### config.mk
export PLATFORM = sky130hd
export DESIGN_NAME = cce_ctrl
export DESIGN_NICKNAME = d
export VERILOG_FILES = /design/src/rtl/core/cce_pkg.sv /design/src/rtl/core/cce_ctrl.sv
export SDC_FILE = /design/constraint.sdc
export NUM_CORES = 1
export LEC_CHECK = 0
export BUFFER_PORTS_ARGS = -buffer_cell sky130_fd_sc_hd__buf_2
export CORE_MARGIN = 4
export CORE_UTILIZATION = 35
export CTS_BUF_LIST = sky130_fd_sc_hd__clkbuf_2 sky130_fd_sc_hd__clkbuf_4 sky130_fd_sc_hd__clkbuf_8
export DETAILED_ROUTE_END_ITERATION = 12
export PLACE_DENSITY = 0.51
export SYNTH_ARGS = -nofsm -noshare
export SYNTH_HDL_FRONTEND = slang
export SYNTH_SLANG_ARGS = --single-unit
### constraint.sdc
create_clock -name clk -period 2 [get_ports clk]
set_clock_uncertainty 0.15 [all_clocks]
set_input_delay 0.1 -clock clk [delete_from_list [all_inputs] [get_ports clk]]
set_output_delay 0.1 -clock clk [all_outputs]
set_load 0.02 [all_outputs]
### src/rtl/core/cce_pkg.sv
// Package of the CUBIC window estimator: types, codes and constants.
// Used by the divider, datapath, controller, top level and checker.
package cce_pkg;

  localparam int DIV_NW = 52;
  localparam int DIV_DW = 36;
  localparam int DIV_CW = $clog2(DIV_NW + 1);

  localparam logic [1:0] CFG_SEG_SIZE = 2'd0;
  localparam logic [1:0] CFG_INIT_WIN = 2'd1;
  localparam logic [1:0] CFG_INIT_THR = 2'd2;

  localparam logic [15:0] SEG_SIZE_RST = 16'd1460;
  localparam logic [15:0] INIT_WIN_RST = 16'd10;
  localparam logic [19:0] INIT_THR_RST = 20'd60000;
  localparam logic [39:0] GAP_RST      = 40'd10;
  localparam logic [39:0] RTT_RST      = 40'd1000000;
  // Microseconds to 1/1024 s units is x * 16 / 15625; the quotient digit of a
  // 30-bit partial value is (v * T_RECIP) >> 44, exact for every v below 2^30.
  localparam logic [13:0] T_DIV        = 14'd15625;
  localparam logic [30:0] T_RECIP      = 31'd1125899907;
  localparam logic [31:0] MAX32        = 32'hFFFF_FFFF;
  localparam logic [15:0] MAX16        = 16'hFFFF;
  localparam logic [7:0]  MAX8         = 8'hFF;
  localparam logic [31:0] CNT_CAP      = 32'd20;
  localparam logic [31:0] CNT_MIN      = 32'd2;
  localparam logic [10:0] FC_MUL       = 11'd1741;
  localparam logic [9:0]  BETA_MUL     = 10'd717;
  localparam logic [6:0]  GAP_MUL      = 7'd100;
  localparam logic [3:0]  RENO_MUL     = 4'd15;
  localparam logic [7:0]  DUP_THR      = 8'd3;

  typedef enum logic [2:0] {
    EV_IGNORED  = 3'd0,
    EV_NEW_DATA = 3'd1,
    EV_RETX     = 3'd2,
    EV_DUP_ACK  = 3'd3,
    EV_NEW_ACK  = 3'd4
  } ev_t;

  typedef enum logic [4:0] {
    OP_NONE, OP_LOAD, OP_PHASE, OP_NEWSEG, OP_FLIGHT_START, OP_REDUCE,
    OP_ROOT_INIT, OP_PLAT_ZERO, OP_CUBE_SQ, OP_CUBE_HI, OP_CUBE_LO,
    OP_ROOT_CMP, OP_DUP, OP_ACK_START, OP_ACK_SS, OP_AV_T, OP_AV_OFFS,
    OP_AV_TARGET, OP_CNT_START, OP_CNT_Q, OP_CNT_SAT, OP_CNT_FIX,
    OP_FR_START, OP_FR_Q, OP_MXD_START, OP_MXD_Q, OP_GROW, OP_Q_START,
    OP_Q_Q, OP_FINISH, OP_T_MUL, OP_T_REM
  } op_t;

  typedef enum logic [5:0] {
    S_IDLE, S_CLASSIFY, S_DATA_PHASE, S_DATA_EVAL, S_FLIGHT_WAIT, S_REDUCE,
    S_REDUCE_CHK, S_ROOT_SQ, S_ROOT_HI, S_ROOT_LO, S_ROOT_CMP, S_DUP,
    S_ACK_DIV, S_ACK_WAIT, S_ACK_SS, S_ACK_CHK, S_AV_TMUL, S_AV_TREM, S_AV_OFFS,
    S_AV_SQ, S_AV_HI, S_AV_LO, S_AV_TARGET, S_AV_CNT, S_AV_CNTW, S_AV_CNTQ,
    S_AV_CNTFIX, S_AV_FR, S_AV_FRW, S_AV_FRQ, S_AV_RENO, S_AV_MXW,
    S_AV_MXQ, S_AV_GROW, S_AV_Q, S_AV_QW, S_AV_QQ, S_FINISH
  } state_t;

  typedef struct packed {
    op_t op;
    ev_t ev;
  } cmd_t;

  typedef struct packed {
    logic data_ok;
    logic ack_ok;
    logic new_seg;
    logic retx;
    logic ack_dup;
    logic pmw_gt_win;
    logic root_last;
    logic go_avoid;
    logic target_gt_win;
    logic fr_gt_step;
    logic reno_gt_win;
    logic grow_ge_cnt;
    logic div_busy;
    logic t_last;
  } status_t;

  function automatic logic [31:0] sat32(input logic [52:0] v);
    return (v > 53'(MAX32)) ? MAX32 : v[31:0];
  endfunction

endpackage

### src/rtl/core/cce_ctrl.sv
// Controller of the CUBIC window estimator: sequences the datapath steps
// for one item and owns the input and result handshakes. Uses cce_pkg.
module cce_ctrl import cce_pkg::*; (
  input  logic    clk,
  input  logic    rst_n,
  input  logic    in_tvalid,
  output logic    in_tready,
  output logic    out_tvalid,
  input  logic    out_tready,
  input  status_t st,
  output cmd_t    cmd
);

  state_t state_r, state_nxt;
  ev_t    ev_r, ev_nxt;
  logic   out_valid_r, out_valid_nxt;

  assign in_tready  = state_r == S_IDLE;
  assign out_tvalid = out_valid_r;

  always_ff @(posedge clk) begin
    if (!rst_n) begin
      state_r     <= S_IDLE;
      ev_r        <= EV_IGNORED;
      out_valid_r <= 1'b0;
    end else begin
      state_r     <= state_nxt;
      ev_r        <= ev_nxt;
      out_valid_r <= out_valid_nxt;
    end
  end

  always_comb begin
    state_nxt     = state_r;
    ev_nxt        = ev_r;
    out_valid_nxt = out_valid_r && !out_tready;
    cmd.op        = OP_NONE;
    cmd.ev        = ev_r;
    case (state_r)
      S_IDLE: begin
        if (in_tvalid) begin
          cmd.op    = OP_LOAD;
          state_nxt = S_CLASSIFY;
        end
      end
      S_CLASSIFY: begin
        ev_nxt = EV_IGNORED;
        if (st.data_ok) begin
          state_nxt = S_DATA_PHASE;
        end else if (st.ack_ok) begin
          state_nxt = st.ack_dup ? S_DUP : S_ACK_DIV;
        end else begin
          state_nxt = S_FINISH;
        end
      end
      S_DATA_PHASE: begin
        cmd.op    = OP_PHASE;
        state_nxt = S_DATA_EVAL;
      end
      S_DATA_EVAL: begin
        if (st.new_seg) begin
          cmd.op    = OP_NEWSEG;
          ev_nxt    = EV_NEW_DATA;
          state_nxt = S_FINISH;
        end else if (st.retx) begin
          cmd.op    = OP_FLIGHT_START;
          state_nxt = S_FLIGHT_WAIT;
        end else begin
          state_nxt = S_FINISH;
        end
      end
      S_FLIGHT_WAIT: if (!st.div_busy) state_nxt = S_REDUCE;
      S_REDUCE: begin
        cmd.op    = OP_REDUCE;
        ev_nxt    = EV_RETX;
        state_nxt = S_REDUCE_CHK;
      end
      S_REDUCE_CHK: begin
        if (st.pmw_gt_win) begin
          cmd.op    = OP_ROOT_INIT;
          state_nxt = S_ROOT_SQ;
        end else begin
          cmd.op    = OP_PLAT_ZERO;
          state_nxt = S_FINISH;
        end
      end
      S_ROOT_SQ: begin
        cmd.op    = OP_CUBE_SQ;
        state_nxt = S_ROOT_HI;
      end
      S_ROOT_HI: begin
        cmd.op    = OP_CUBE_HI;
        state_nxt = S_ROOT_LO;
      end
      S_ROOT_LO: begin
        cmd.op    = OP_CUBE_LO;
        state_nxt = S_ROOT_CMP;
      end
      S_ROOT_CMP: begin
        cmd.op    = OP_ROOT_CMP;
        state_nxt = st.root_last ? S_FINISH : S_ROOT_SQ;
      end
      S_DUP: begin
        cmd.op    = OP_DUP;
        ev_nxt    = EV_DUP_ACK;
        state_nxt = S_FINISH;
      end
      S_ACK_DIV: begin
        cmd.op    = OP_ACK_START;
        state_nxt = S_ACK_WAIT;
      end
      S_ACK_WAIT: if (!st.div_busy) state_nxt = S_ACK_SS;
      S_ACK_SS: begin
        cmd.op    = OP_ACK_SS;
        ev_nxt    = EV_NEW_ACK;
        state_nxt = S_ACK_CHK;
      end
      S_ACK_CHK: begin
        if (st.go_avoid) begin
          cmd.op    = OP_AV_T;
          state_nxt = S_AV_TMUL;
        end else begin
          state_nxt = S_FINISH;
        end
      end
      S_AV_TMUL: begin
        cmd.op    = OP_T_MUL;
        state_nxt = S_AV_TREM;
      end
      S_AV_TREM: begin
        cmd.op    = OP_T_REM;
        state_nxt = st.t_last ? S_AV_OFFS : S_AV_TMUL;
      end
      S_AV_OFFS: begin
        cmd.op    = OP_AV_OFFS;
        state_nxt = S_AV_SQ;
      end
      S_AV_SQ: begin
        cmd.op    = OP_CUBE_SQ;
        state_nxt = S_AV_HI;
      end
      S_AV_HI: begin
        cmd.op    = OP_CUBE_HI;
        state_nxt = S_AV_LO;
      end
      S_AV_LO: begin
        cmd.op    = OP_CUBE_LO;
        state_nxt = S_AV_TARGET;
      end
      S_AV_TARGET: begin
        cmd.op    = OP_AV_TARGET;
        state_nxt = S_AV_CNT;
      end
      S_AV_CNT: begin
        if (st.target_gt_win) begin
          cmd.op    = OP_CNT_START;
          state_nxt = S_AV_CNTW;
        end else begin
          cmd.op    = OP_CNT_SAT;
          state_nxt = S_AV_CNTFIX;
        end
      end
      S_AV_CNTW: if (!st.div_busy) state_nxt = S_AV_CNTQ;
      S_AV_CNTQ: begin
        cmd.op    = OP_CNT_Q;
        state_nxt = S_AV_CNTFIX;
      end
      S_AV_CNTFIX: begin
        cmd.op    = OP_CNT_FIX;
        state_nxt = S_AV_FR;
      end
      S_AV_FR: begin
        if (st.fr_gt_step) begin
          cmd.op    = OP_FR_START;
          state_nxt = S_AV_FRW;
        end else begin
          state_nxt = S_AV_RENO;
        end
      end
      S_AV_FRW: if (!st.div_busy) state_nxt = S_AV_FRQ;
      S_AV_FRQ: begin
        cmd.op    = OP_FR_Q;
        state_nxt = S_AV_RENO;
      end
      S_AV_RENO: begin
        if (st.reno_gt_win) begin
          cmd.op    = OP_MXD_START;
          state_nxt = S_AV_MXW;
        end else begin
          state_nxt = S_AV_GROW;
        end
      end
      S_AV_MXW: if (!st.div_busy) state_nxt = S_AV_MXQ;
      S_AV_MXQ: begin
        cmd.op    = OP_MXD_Q;
        state_nxt = S_AV_GROW;
      end
      S_AV_GROW: begin
        cmd.op    = OP_GROW;
        state_nxt = S_AV_Q;
      end
      S_AV_Q: begin
        if (st.grow_ge_cnt) begin
          cmd.op    = OP_Q_START;
          state_nxt = S_AV_QW;
        end else begin
          state_nxt = S_FINISH;
        end
      end
      S_AV_QW: if (!st.div_busy) state_nxt = S_AV_QQ;
      S_AV_QQ: begin
        cmd.op    = OP_Q_Q;
        state_nxt = S_FINISH;
      end
      S_FINISH: begin
        if (!out_valid_r || out_tready) begin
          cmd.op        = OP_FINISH;
          out_valid_nxt = 1'b1;
          state_nxt     = S_IDLE;
        end
      end
      default: state_nxt = S_IDLE;
    endcase
  end

endmodule

==> results_dict.tcl, run 1 <==
set metrics [dict create \
    status "finished with violations" \
    violations "negative setup slack" \
    fillers 386 \
    yosysSeqAreaShare_pct 12.6 \
    viasPerCell 6.25 \
    drc 0 \
    min_from "st[13]" \
    rrSetupSlack_ns -0.07 \
    finalWorstPathRequiredPeriod_ns 2.16 \
    stdcell_area_um2 2560 \
    dp_hpwl_mm 4.94 \
    synth_most_common_cell "a21oi_1" \
    setup_ws_ns -0.165 \
    relSlewSlack_pct 72.2 \
    dpl-instance-area_um2 2100 \
    finalWeightedCongestion 0.946 \
    drive_above_1_share_pct 49.0 \
    worst_pin_slew_ns 0.416 \
    cp_max_fo 13 \
    grt_setup_unrepaired "yes" \
    syn_nets 251 \
    cts_tree "done" \
    finalHoldViolCount 0 \
    path_common_cell "buf_6" \
    max_cap_viol_count 0 \
    grt_max_degree 24 \
    endpoint_kind "output port" \
    cpMaxStageDelayCell "or4_4" \
    critPathTopFamily "simple AND/OR/NAND/NOR gates" \
    synth-warning-count 0 \
    synth_common_cells "a21oi_1, nand2_1, nor2_1" \
    rows 24 \
    syn_to_final_growth_pct 61.0 \
    die_area_um2 5680 \
    yosysTopAreaCell "dfxtp_1" \
    avgSynthCellArea_um2 6.82 \
    grt_pass1_wl_mm 10.9 \
    cpPeakStageDelay_ns 0.52 \
    core_um2 4380 \
    antenna_found_initial 0 \
    synthCells 233 \
    syn_area_um2 1590 \
    maxSlewViolCount 0 \
    regArea_um2 220 \
    required_ns 1.75 \
    die_h_um 75.4 \
    grt_pass1_vias 2130 \
    fin_nets 328 \
    cts_made_buffers 3 \
    clock_sinks 10 \
    synthDominantCellAreaShare_pct 12.6 \
    vias 2251 \
    r2r_start "state_r[4]" \
    critical_path_class "reg -> out" \
    cp-startpoint "state_r[4]" \
    io_pins 28 \
    power_leakage_uw 0.00101 \
    n_antenna_cell 0 \
    path_clk_slew_ns 0.05 \
    ys_seq_elements 10 \
    min_period_over_period_pct 108 \
    ys.flop_type "dfxtp_1" \
    ir_drop_v 0.000428 \
    synth_area_leaders "dfxtp_1, a21oi_1, nand2b_1" \
    cp.arrival_ns 1.91 \
    grt_overflow 0 \
    clock_latency_ns 0.24 \
    power-per-cell-area_nw_per_um2 1230 \
    drt_iter0_drc 218 \
    routed_wirelength_mm 7.09 \
    firstDrtPassIters 5 \
    worst-path-buf-inv 2 \
    synth-edff-count 0 \
    die_w_um 75.4 \
    multi_input_area_um2 1460 \
    port_buffers 27 \
    grt_use_total_pct 25.2 \
    clock.fmax_mhz 462 \
    hold_path.class "in -> reg" \
    crit_path_start_kind "register" \
    routedWlPerCell_um 19.7 \
    cts-htree-levels 1 \
    setup_violations 10 \
    crit_path_cell_trace "buf_6 -> nand2b_1 -> o31ai_1 -> a22oi_1 -> nor2_1 -> or4_4 -> buf_6" \
    power_uw 3150 \
    ant_nets 0 \
    async_flop_share_pct 0 \
    clk_path_buf_depth 2 \
    synth.distinct_cells 58 \
    initial_core_util_pct 36.2 \
    clockRootBuffer "clkbuf_8" \
]
[registers in the layout, indices dropped and copies added (netlist names)]
register    count
out_tvalid      1
ev_r            3
state_r         6
[worst paths after layout]
check	end	cells past startpoint
max	cmd[3]	7
min	state_r[0]	4
max reg2reg	state_r[5]	6
min reg2reg	ev_r[1]	2
[per-stage QoR]
step           TNS [ns]  worst slack, ns  std cells  utilization [%]  hold slack (ns)
2_1_floorplan         0           0.0271        233                -           0.0969
3_3_place_gp     -0.724           -0.132        344             48.0            0.214
3_5_place_dp     -0.558           -0.104        344             48.0            0.225
4_1_cts          -0.344           -0.115        360             56.0            0.149
5_1_grt           -1.53           -0.216        360             58.4            0.198
6_report         -0.762           -0.165        360             58.4            0.164
[cells in the final DEF (no fill, tap or decap), types with 3 or more instances in the layout]
cell,instances
inv_1,6
dfxtp_1,4
a211oi_1,3
buf_4,61
nor4_1,4
dfxtp_4,5
a21oi_2,4
a21oi_1,23
nor2_1,15
o22ai_1,5
o21ai_0,12
nand3b_1,5
nand2b_4,3
nor2b_1,5
nand2_1,16
buf_2,21
nand3_1,3
a31oi_1,5
clkbuf_8,3
nand4_1,3
buf_6,12
nand2b_1,8
a22oi_1,3
a311oi_1,5
nor3_1,5
[power breakdown]
| part | switching (µW) | internal [µW] |
|---|---|---|
| Clock | 79.4 | 132 |
| Combinational | 1370 | 1230 |
| Sequential | 81.2 | 266 |
[cells by family (layout without fill, tap and decap cells)]
logic type               after synthesis  count (layout)  share of synthesized area (%)
AND/OR/NAND/NOR                       96              96                           36.1
AO/OA/AOI/OAI                         88              88                           37.6
buffers and inverters                 33             108                           9.84
flip-flops                            10              10                           12.6
multiplexers                           4               4                           2.60
adder cells (fa/ha/maj)                1               1                          0.630
XOR/XNOR                               1               1                          0.551
[worst register-to-register path, cell delays in order (launching register included)]
cell	delay, ns
dfxtp_4	0.37
buf_6	0.13
or4_4	0.51
buf_8	0.17
nor4_2	0.24
a311oi_1	0.09
a311oi_2	0.30
[per-layer routing]
layer	part of all wire, %	GRT usage [%]	up-vias
met4	3.1	9.90	0
li1	-	-	1043
met3	8.1	4.22	21
met2	46	39.5	133
met1	42	34.3	1054
met5	0	0	-
[layout make-up]
class | instances | share of cell area [%]
timing repair buffer | 97 | 29.0
sequential | 10 | 8.61
clock buffer | 3 | 1.61
tap | 52 | 2.54
multi-input combinational | 190 | 57.0
inverter | 8 | 1.17
[what timing repair did]
action	4_1_cts	5_1_grt
buffers inserted	13	0
pin swaps	14	2
hold endpoints to repair	1	0
hold buffers	1	0
resized for setup	61	20
cloned	0	0
setup endpoints to repair	12	12
Power figures use the tool's default switching activity.
==> inputs of run 2 (changes only) <==
--- a/config.mk
+++ b/config.mk
@@ -5,12 +5,13 @@
 export SDC_FILE = /design/constraint.sdc
 export NUM_CORES = 1
 export LEC_CHECK = 0
+export ABC_AREA = 1
 export BUFFER_PORTS_ARGS = -buffer_cell sky130_fd_sc_hd__buf_2
 export CORE_MARGIN = 4
-export CORE_UTILIZATION = 35
+export CORE_UTILIZATION = 26
 export CTS_BUF_LIST = sky130_fd_sc_hd__clkbuf_2 sky130_fd_sc_hd__clkbuf_4 sky130_fd_sc_hd__clkbuf_8
 export DETAILED_ROUTE_END_ITERATION = 12
-export PLACE_DENSITY = 0.51
+export PLACE_DENSITY = 0.4
 export SYNTH_ARGS = -nofsm -noshare
 export SYNTH_HDL_FRONTEND = slang
 export SYNTH_SLANG_ARGS = --single-unit
==> run 2 against run 1 <==
Net effect: the flow now finishes without violations; power shrank 17%; highest routed layer unchanged; synthesized area decreased by 3.6%; non-clock buffer count decreased by 47; sequential cell count did not move; clock-buffer cell count rose by 1.
==> results_dict.tcl, run 2 <==
set metrics [dict create \
    ys_seq_elements 10 \
    drt_iter0_drc 212 \
    rows 27 \
    yosysTopAreaCell "nand2_1" \
    dr_wl_met2_mm 2.89 \
    clk_path_buf_depth 2 \
    whs_ns 0.00267 \
    min_from "rst_n" \
    finalWeightedCongestion 1.00 \
    n_antenna_cell 0 \
    synthCells 296 \
    cts-htree-levels 1 \
    cp.arrival_ns 1.73 \
    antenna_found_initial 0 \
    crit_path_start_kind "register" \
    ys.flop_type "dfxtp_1" \
    drive_above_1_share_pct 32.6 \
    layout_common_cells "nand2_1, nor2_1, nand3_1" \
    fin_nets 363 \
    met1Wirelength_mm 2.63 \
    dr_wl_met3_um 451 \
    status "completed" \
    synth.distinct_cells 22 \
    grt_pass1_vias 1860 \
    ant_nets 0 \
    final_common_cell "nand2_1" \
    fillers 650 \
    clock_sinks 10 \
    path_clk_slew_ns 0.05 \
    syn_to_final_growth_pct 43.2 \
    clock.fmax_mhz 505 \
    avgSynthCellArea_um2 5.17 \
    die_w_um 84.8 \
    grt_max_degree 22 \
    worst_pin_slew_ns 0.324 \
    postCtsHoldBufs 0 \
    firstDrtPassIters 6 \
    synthDominantCellAreaShare_pct 22.1 \
    relSlewSlack_pct 78.4 \
    top_register "state_r" \
    syn_area_um2 1530 \
    finalHoldViolCount 0 \
    largest_reg_flops 6 \
    power_uw 2620 \
    cts_made_buffers 3 \
    synth_most_common_cell "nand2_1" \
    synth_common_cells "nand2_1, nor2_1, nand3_1" \
    cts_tree "done" \
    ir_drop_v 0.000513 \
    initial_core_util_pct 27.3 \
    r2r_start "state_r[1]" \
    async_flop_share_pct 0 \
    grt_overflow 0 \
    drc 0 \
    syn_nets 314 \
    grt_use_total_pct 16.3 \
    synth-edff-count 0 \
    power_leakage_uw 0.00125 \
    regArea_um2 218 \
    port_buffers 27 \
    finalWorstPathRequiredPeriod_ns 1.98 \
    clockRootBuffer "clkbuf_8" \
    fin_cells 416 \
    power-per-cell-area_nw_per_um2 1200 \
    io_pins 28 \
    dp_cells 398 \
    maxSlewViolCount 0 \
    viasPerCell 5.20 \
    multi_input_area_um2 1280 \
    grt_setup_unrepaired "yes" \
    required_ns 1.75 \
    max_cap_viol_count 0 \
    die_area_um2 7180 \
    cp-startpoint "state_r[1]" \
    stdcell_area_um2 2190 \
    endpoint_kind "output port" \
    dp_hpwl_mm 4.76 \
    yosysSeqAreaShare_pct 13.1 \
    routed.top_layer "met4" \
    min_period_over_period_pct 99.1 \
    die_h_um 84.8 \
    synth_area_leaders "nand2_1, nor2_1, dfxtp_1" \
    routedWlPerCell_um 15.0 \
    grt_pass1_wl_mm 9.38 \
    hold_path.class "in -> reg" \
    setup_violations 0 \
    dpl-instance-area_um2 1810 \
    clock_latency_ns 0.23 \
    vias 2163 \
    cp_max_fo 7 \
    synth-warning-count 0 \
    routed_wirelength_mm 6.26 \
    core_um2 5610 \
    critical_path_class "reg -> out" \
]
[run 2: area by class of cell]
class | instances | share of cell area, %
well taps | 72 | 4.11
repair buffers | 50 | 18.3
inverters | 37 | 6.67
multi-input cells | 243 | 58.5
clock buffers | 4 | 2.51
flip-flops and latches | 10 | 9.93
[run 2: worst max-delay path, stage by stage, from the launching register on]
cell and delay, ns:
dfxtp_4 0.41, inv_2 0.07, nor2_4 0.27, nand2_1 0.11
nor2_2 0.17, nand2_2 0.10, nand4_1 0.12, nor4_2 0.06
nand2_1 0.08, buf_6 0.11
[run 2: worst paths after layout]
kind           endpoint  cells past startpoint  slack (ns)
max              cmd[3]                      9        0.02
min             ev_r[0]                      3       0.003
max reg2reg  state_r[1]                     10        0.12
min reg2reg     ev_r[0]                      2        0.30
[run 2: logic make-up (layout without fill, tap and decap cells)]
family | after synthesis | in the layout | synth area share (%)
buf+inv | 43 | 91 | 12.3
compound gates | 18 | 18 | 6.54
flops | 10 | 10 | 13.1
simple gates | 225 | 225 | 68.1
[run 2: stage by stage]
| stage | setup slack, ns | setup TNS, ns | util, % |
|---|---|---|---|
| floorplan | 0.353 | 0 | - |
| global placement | -0.0935 | -0.547 | 32.3 |
| detailed placement | -0.127 | -0.729 | 32.3 |
| CTS | -0.00442 | -0.00442 | 34.9 |
| global route | -0.0922 | -0.138 | 39.1 |
| finish | 0.0186 | 0 | 39.1 |
[run 2: repair_timing]
item                       4_1_cts  5_1_grt
gates resized for setup         14       43
pin swaps                        2       15
cloned                           0        1
setup endpoints to repair       12        6
setup buffers                    3       11
[run 2: power by group]
part	leakage [µW]	switching [µW]	total (µW)	internal (µW)
clock network	0.0000288	78.7	252	173
registers	0.0000851	102	366	264
logic	0.00114	1190	2000	819
total	0.00125	1370	2620	1260
[run 2: per-layer routing]
layer / global-route usage, % / vias up
met3: 1.77 / 32
met4: 6.04 / 0
met5: 0 / -
met2: 27.5 / 126
met1: 21.4 / 952
li1: - / 1053
